===== config.mk =====
export PLATFORM = sky130hd
export DESIGN_NAME = rgmt_ctrl
export DESIGN_NICKNAME = d
export VERILOG_FILES = /design/src/hw/rtl/rgmt_pkg.sv /design/src/hw/rtl/rgmt_ctrl.sv
export SDC_FILE = /design/constraint.sdc
export NUM_CORES = 1
export LEC_CHECK = 0
export ABC_CLOCK_PERIOD_IN_PS = 2400
export BUFFER_PORTS_ARGS = -buffer_cell sky130_fd_sc_hd__buf_2
export CAP_MARGIN = 5
export CORE_UTILIZATION = 30
export CTS_BUF_LIST = sky130_fd_sc_hd__clkbuf_2 sky130_fd_sc_hd__clkbuf_4 sky130_fd_sc_hd__clkbuf_8
export DETAILED_ROUTE_END_ITERATION = 16
export PLACE_DENSITY_LB_ADDON = 0.12
export SLEW_MARGIN = 10
export SYNTH_ARGS = -nofsm -noshare
export SYNTH_HDL_FRONTEND = slang
export SYNTH_SLANG_ARGS = --single-unit

===== constraint.sdc =====
create_clock -name clk -period 2.4 [get_ports clk]
set_input_delay 0.48 -clock clk [delete_from_list [all_inputs] [get_ports clk]]
set_output_delay 0.48 -clock clk [all_outputs]
set_load 0.1 [all_outputs]

===== src/hw/rtl/rgmt_pkg.sv =====
// ----------------------------------------------------------------------------
// rgmt_pkg
// Shared request codes, status codes and the controller/datapath bundles of
// the robot group membership table.
// ----------------------------------------------------------------------------
package rgmt_pkg;

    typedef enum logic [1:0] {
        REQ_JOIN    = 2'd0,
        REQ_LEAVE   = 2'd1,
        REQ_QUERY   = 2'd2,
        REQ_REFRESH = 2'd3
    } req_type_t;

    localparam logic [1:0] ST_OK         = 2'd0;
    localparam logic [1:0] ST_TABLE_FULL = 2'd1;
    localparam logic [1:0] ST_LIST_FULL  = 2'd2;

    typedef struct packed {
        logic clr;
        logic load;
        logic scan;
        logic pick;
        logic prep_srch;
        logic srch;
        logic prep_shift;
        logic shift;
        logic upd;
        logic out_load;
    } dp_cmd_t;

    typedef struct packed {
        logic      clr_last;
        logic      scan_done;
        logic      hit;
        logic      pk_ent;
        logic      srch_done;
        logic      found;
        logic      shift_done;
        logic      upd_ent;
        logic      out_free;
        req_type_t req_type;
        logic      first;
        logic      empty;
    } dp_sts_t;

endpackage


===== src/hw/rtl/rgmt_ctrl.sv =====
// ----------------------------------------------------------------------------
// rgmt_ctrl
// Sequencer: clearing pass, slot scan, list search, shift, update, result.
// ----------------------------------------------------------------------------
module rgmt_ctrl (
    input  logic              clk,
    input  logic              rst_n,
    input  logic              req_valid,
    output logic              req_ready,
    input  rgmt_pkg::dp_sts_t sts,
    output rgmt_pkg::dp_cmd_t cmd
);

    typedef enum logic [8:0] {
        S_CLR   = 9'b000000001,
        S_IDLE  = 9'b000000010,
        S_SCAN  = 9'b000000100,
        S_PICK  = 9'b000001000,
        S_SRCH1 = 9'b000010000,
        S_SHIFT = 9'b000100000,
        S_UPD   = 9'b001000000,
        S_SRCH2 = 9'b010000000,
        S_DONE  = 9'b100000000
    } state_t;

    state_t state_reg;
    state_t state_next;

    always_ff @(posedge clk or negedge rst_n)
    begin
        if (!rst_n)
        begin
            state_reg <= S_CLR;
        end
        else
        begin
            state_reg <= state_next;
        end
    end

    always_comb
    begin
        state_next = state_reg;
        cmd        = '0;
        req_ready  = 1'b0;
        unique case (state_reg)
            S_CLR:
            begin
                cmd.clr = 1'b1;
                if (sts.clr_last)
                begin
                    state_next = S_IDLE;
                end
            end
            S_IDLE:
            begin
                req_ready = 1'b1;
                if (req_valid)
                begin
                    cmd.load   = 1'b1;
                    state_next = S_SCAN;
                end
            end
            S_SCAN:
            begin
                cmd.scan = 1'b1;
                if (sts.scan_done)
                begin
                    state_next = S_PICK;
                end
            end
            S_PICK:
            begin
                cmd.pick = 1'b1;
                if (!sts.pk_ent)
                begin
                    state_next = S_DONE;
                end
                else
                begin
                    unique case (sts.req_type)
                        rgmt_pkg::REQ_JOIN:
                        begin
                            if (sts.hit)
                            begin
                                cmd.prep_srch = 1'b1;
                                state_next    = S_SRCH1;
                            end
                            else
                            begin
                                state_next = S_UPD;
                            end
                        end
                        rgmt_pkg::REQ_LEAVE:
                        begin
                            cmd.prep_srch = 1'b1;
                            state_next    = S_SRCH1;
                        end
                        rgmt_pkg::REQ_QUERY:
                        begin
                            cmd.prep_srch = 1'b1;
                            state_next    = S_SRCH2;
                        end
                        rgmt_pkg::REQ_REFRESH:
                        begin
                            if (!sts.first && sts.empty)
                            begin
                                cmd.prep_srch = 1'b1;
                                state_next    = S_SRCH2;
                            end
                            else
                            begin
                                state_next = S_UPD;
                            end
                        end
                        default:
                        begin
                            state_next = S_DONE;
                        end
                    endcase
                end
            end
            S_SRCH1:
            begin
                cmd.srch = 1'b1;
                if (sts.srch_done)
                begin
                    priority if (sts.req_type == rgmt_pkg::REQ_LEAVE && sts.found)
                    begin
                        cmd.prep_shift = 1'b1;
                        state_next     = S_SHIFT;
                    end
                    else if (sts.req_type == rgmt_pkg::REQ_JOIN && sts.found)
                    begin
                        cmd.prep_srch = 1'b1;
                        state_next    = S_SRCH2;
                    end
                    else
                    begin
                        state_next = S_UPD;
                    end
                end
            end
            S_SHIFT:
            begin
                cmd.shift = 1'b1;
                if (sts.shift_done)
                begin
                    state_next = S_UPD;
                end
            end
            S_UPD:
            begin
                cmd.upd = 1'b1;
                if (sts.upd_ent)
                begin
                    cmd.prep_srch = 1'b1;
                    state_next    = S_SRCH2;
                end
                else
                begin
                    state_next = S_DONE;
                end
            end
            S_SRCH2:
            begin
                cmd.srch = 1'b1;
                if (sts.srch_done)
                begin
                    state_next = S_DONE;
                end
            end
            S_DONE:
            begin
                if (sts.out_free)
                begin
                    cmd.out_load = 1'b1;
                    state_next   = S_IDLE;
                end
            end
            default:
            begin
                state_next = S_CLR;
            end
        endcase
    end

endmodule


### Word level (Yosys, flattened, before mapping)

Cells that the tools add are included.

* register bits after elaboration: 9
* input bits: 16
* output and inout port bits: 11
* word-level logic and storage cells: 66

* equality and inequality tests: 19
* mux-type cells: 38
* reduce and logical (&&, ||, !) cells: 8

Operator list (count)
* two-way mux 9 bit: 10
* case mux 9 bit (9 select lines): 1
* case mux 9 bit (4 select lines): 1
* two-way mux 1 bit: 21
* two-way mux 8 bit: 2
* inequality test 2 bit, second input constant: 7
* equality test 9 x 1 -> 1 bit, second input constant: 1
* equality test 9 x 2 -> 1 bit, second input constant: 1
* equality test 9 x 3 -> 1 bit, second input constant: 1
* equality test 9 x 4 -> 1 bit, second input constant: 1
* equality test 9 x 5 -> 1 bit, second input constant: 1
* equality test 9 x 6 -> 1 bit, second input constant: 1
* equality test 9 x 7 -> 1 bit, second input constant: 1
* equality test 9 x 8 -> 1 bit, second input constant: 1
* equality test 9 bit, second input constant: 1
* two-way mux 7 bit: 1
* AND reduction 7 bit: 1
* case mux 1 bit (3 select lines): 2
* equality test 2 bit, second input constant: 2
* OR reduction 2 bit: 2
* logical AND 1 bit: 3
* equality test 2 x 1 -> 1 bit, second input constant: 1
* zero test 2 bit: 1
* zero test 1 bit: 1

### Longest topological paths before layout

* word-level depth: 6
* mapped depth: 7
* gate-level depth less buffers: 7

### Least setup slack after synthesis

No wires, ideal clock.

* path kind: register -> output
* start point: register state_reg[1]
* end point: output cmd[5] (netlist bit)
* arrival: 3.237 ns
* data required time: 1.920 ns
* slack: -1.317 ns
* stages on the path, launching flop included: 6
* buffers on the path: 0
* path through: dfrtp_1 > nor3_4 > and3_2 > nor2b_1 > o2bb2ai_1 > a21o_1

RTL lines
* start, declared: line rgmt_ctrl.sv:26 `state_t state_reg;`
* start signal, assigned: line rgmt_ctrl.sv:37 `state_reg <= state_next;`
* end, declared: line rgmt_ctrl.sv:11 `output rgmt_pkg::dp_cmd_t cmd`

==> results.md <==
* Layout cells sized above 1 at 46.6%
* Post-synth EDFFs at 0
* Post-detail-place hpwl at 1870 um
* Design internal power at 543 uW
* Max-Cap Viols at 0
* Antenna diodes at 0
* Fin. Hold Viols at 0
* Worst hold slack at 0.0548 ns
* Post-Place Cells at 166
* Required @ worst endpoint at 1.92 ns
* Net Sw Frac at 46.8%
* Chip width at 56.5 um
* Slew @ Worst Pin at 0.488 ns
* Clock insertion delay at the later pin of the skew report at 0.27 ns
* Net load switching power at 478 uW
* DRC at 0
* Critical path type: register to output pin
* Final instance area at 1340 um^2
* Normalized max-slew margin at 67.7%
* Clock transition at path regs at 0.07 ns
* Ys async rst share at 100%
* Area of the multi-input gates at 657 um^2
* DIE AREA at 3190 um^2
* Num CTS Buffers at 3
* DR iter-0 viols at 20
* Rows at 19
* End-of-flow core utilization at 48.1%
* Final Wtd Congestion at 0.837
* Vias/cell at 5.16
* Power Density at 764 nW/um^2
* H-tree depth at 1
* Pleak at 0.627 nW
* CTS tree: yes
* Main synth FF type: dfrtp_1
* Nets at 167
* Post-Route WL at 2290 um
* Worst stage delay on the critical path at 0.47 ns
* Largest net degree at the start of global routing at 11
* Fmax at 432 MHz
* Final setup TNS at 0 ns
* Final setup fails at 0
* PortBufs at 26
* Detail Route Antenna Nets at 0
* WL per Instance at 12.9 um
* GRT Resource Usage Total at 15.0%
* Cells along the critical path: nor2_4, nand3_1, nor3_1, a21o_2, buf_12
* Comb pwr share at 64.3%
* Post-DP Area at 1250 um^2
* Top-level port count at 27
* Status: finished, final reports clean
* Hold buffers post-CTS at 0
* # fillers at 268
* Antenna violations before repair at 0
* Crit share post-route at 96.5%
* Final Non-Filler Cells at 177
* R2R Path Start: state_reg[0]$_DFFE_PN1P_
* Seq/Total Area, Yosys at 25.4%
* Max reg flops at 9
* Reg area at 230 um^2
* First-pass GRT wire length at 3750 um
* RR Endpoint: state_reg[1]$_DFFE_PN0P_
* Synth warn at 0
* Final Max Tran Viols at 0
* RSZ-0062 raised after global routing: false
* Syn Nets at 125
* Worst path arrival time at 1.84 ns
* Flop2flop setup slack at 0.33 ns
* Clock power frac at 11.9%
* DR vias at 914
* FF+latch count, synth at 9
* Final min period at 2.32 ns
* Worst Hold Class: input pin to asynchronous set/reset pin
* Mean Syn Cell Area at 8.48 um^2
* P&R area growth vs syn at 50.1%
* Total grt overflow at 0
* Initial Util at 32.0%
* Peak VDD IR at 0.796 mV
* Synth unique cells at 45
* Pre-antenna DRT Iters at 4
* Vert. Die Dim at 56.5 um
* Core area at 2780 um^2
* Max Buffers Root-to-Sink at 2
* Root Buffer: clkbuf_4
* Proportion of power drawn by flip-flops and latches at 23.8%
* Reg2Reg Depth at 6
* CTS sink cnt at 9
* Post-Syn Instances at 105
* Type of origin of the critical path: register
* Mapped cell area at 891 um^2
* Number of global-route vias before repair at 807
* Slowest stage cell, crit path: dfrtp_1
* Skew final at 0.00772 ns
* Worst Path Max Fanout at 8
* Critical Path End Type: output pin
[power by group through the flow]
stage	clock [mW]	sequential (mW)	combinational (mW)
2_1_floorplan	0	0.212	0.466
5_1_grt	0.134	0.250	0.691
3_5_place_dp	0	0.245	0.626
3_3_place_gp	0	0.246	0.627
6_report	0.121	0.244	0.657
4_1_cts	0.125	0.244	0.628
[cells by family after synthesis]
kind of cell               Yosys count  share of synthesized area, %
and+or+nand+nor                     51                          37.4
AOI/OAI and AO/OA                   23                          17.3
buffers and inverters               10                          5.34
DFF                                  9                          25.4
xor gates and xnor gates             4                          3.93
muxes                                4                          5.06
adders and majority gates            4                          5.62
[routing by layer]
layer | GRT usage [%] | wire length (um)
met5 | 0 | 0
met2 | 21.8 | 1040
met1 | 21.8 | 1110
met4 | 4.18 | 10
met3 | 3.92 | 127
[cells in the final DEF (no fill, tap or decap), types with 2 or more instances in the layout]
master,netlist,final
ha_1,4,4
nor2_1,12,10
nor3_1,2,2
o2bb2ai_1,2,2
nor2b_2,0,2
nor4_4,1,2
mux2i_1,3,3
buf_4,0,14
o21ai_0,8,8
buf_2,2,17
nor2_2,0,2
a21oi_1,3,3
o21bai_1,2,2
clkbuf_4,0,4
dfrtp_1,8,5
nor2b_1,6,3
inv_1,7,7
and3_4,0,2
nor3b_1,2,2
xor2_1,2,2
nand4_1,3,3
nand2b_1,3,3
dfrtp_2,0,3
xnor2_1,2,2
buf_12,0,8
nand2_1,5,5
nand3_1,2,2
[worst max-delay path: cells and delay by family (launching register included)]
kind	cells	cell delay, ns
AOI/OAI and AO/OA	1	0.22
buffers and inverters	1	0.17
DFF	1	0.47
and+or+nand+nor	3	0.71
[cells in the mapped netlist, types with 2 or more instances]
| master | instances | area [um^2] |
|---|---|---|
| o21ai_0 | 8 | 40.0 |
| nor2_1 | 12 | 45.0 |
| and3_1 | 2 | 12.5 |
| nor3_1 | 2 | 10.0 |
| xnor2_1 | 2 | 17.5 |
| mux2i_1 | 3 | 30.0 |
| a21oi_1 | 3 | 15.0 |
| nor3b_1 | 2 | 15.0 |
| nand3_1 | 2 | 10.0 |
| nand4_1 | 3 | 18.8 |
| nor2b_1 | 6 | 37.5 |
| xor2_1 | 2 | 17.5 |
| nand2_1 | 5 | 18.8 |
| inv_1 | 7 | 26.3 |
| o2bb2ai_1 | 2 | 17.5 |
| buf_2 | 2 | 10.0 |
| o21bai_1 | 2 | 15.0 |
| ha_1 | 4 | 50.1 |
| dfrtp_1 | 8 | 200 |
| nand2b_1 | 3 | 18.8 |
[area by class of cell]
| class | count | area share, % |
|---|---|---|
| multi-input combinational | 86 | 49.1 |
| timing repair buffer | 40 | 26.8 |
| sequential | 9 | 17.2 |
| tap | 31 | 2.90 |
| inverter | 7 | 1.96 |
| clock buffer | 3 | 1.68 |
| clock inverter | 1 | 0.374 |
[how the worst max path moves through the flow]
stage / cells after the start / slack [ns] / endpoint / start
floorplan: 6 / -0.25 / state_reg[1]$_DFFE_PN0P_ / state_reg[0]$_DFFE_PN1P_
global placement: 5 / 0.21 / cmd[8] / state_reg[5]$_DFFE_PN0P_
detailed placement: 5 / 0.18 / cmd[8] / state_reg[5]$_DFFE_PN0P_
CTS: 5 / 0.02 / cmd[0] / state_reg[4]$_DFFE_PN0P_
global route: 6 / 0.01 / cmd[5] / state_reg[4]$_DFFE_PN0P_
finish: 5 / 0.08 / cmd[5] / state_reg[8]$_DFFE_PN0P_
[metrics by stage]
| step | power, mW | worst slack, ns |
|---|---|---|
| finish | 1.02 | 0.0830 |
| detailed placement | 0.871 | 0.183 |
| CTS | 0.997 | 0.0160 |
| floorplan | 0.678 | -0.252 |
| global placement | 0.872 | 0.212 |
| global route | 1.07 | 0.0115 |
[repair_timing]
item / 4_1_cts / 5_1_grt
setup endpoints to repair: 2 / 4
gates resized for setup: 0 / 5
gates cloned: 0 / 0
pin swaps: 1 / 3
buffers inserted: 2 / 5
(Power assumes the default switching activity.)
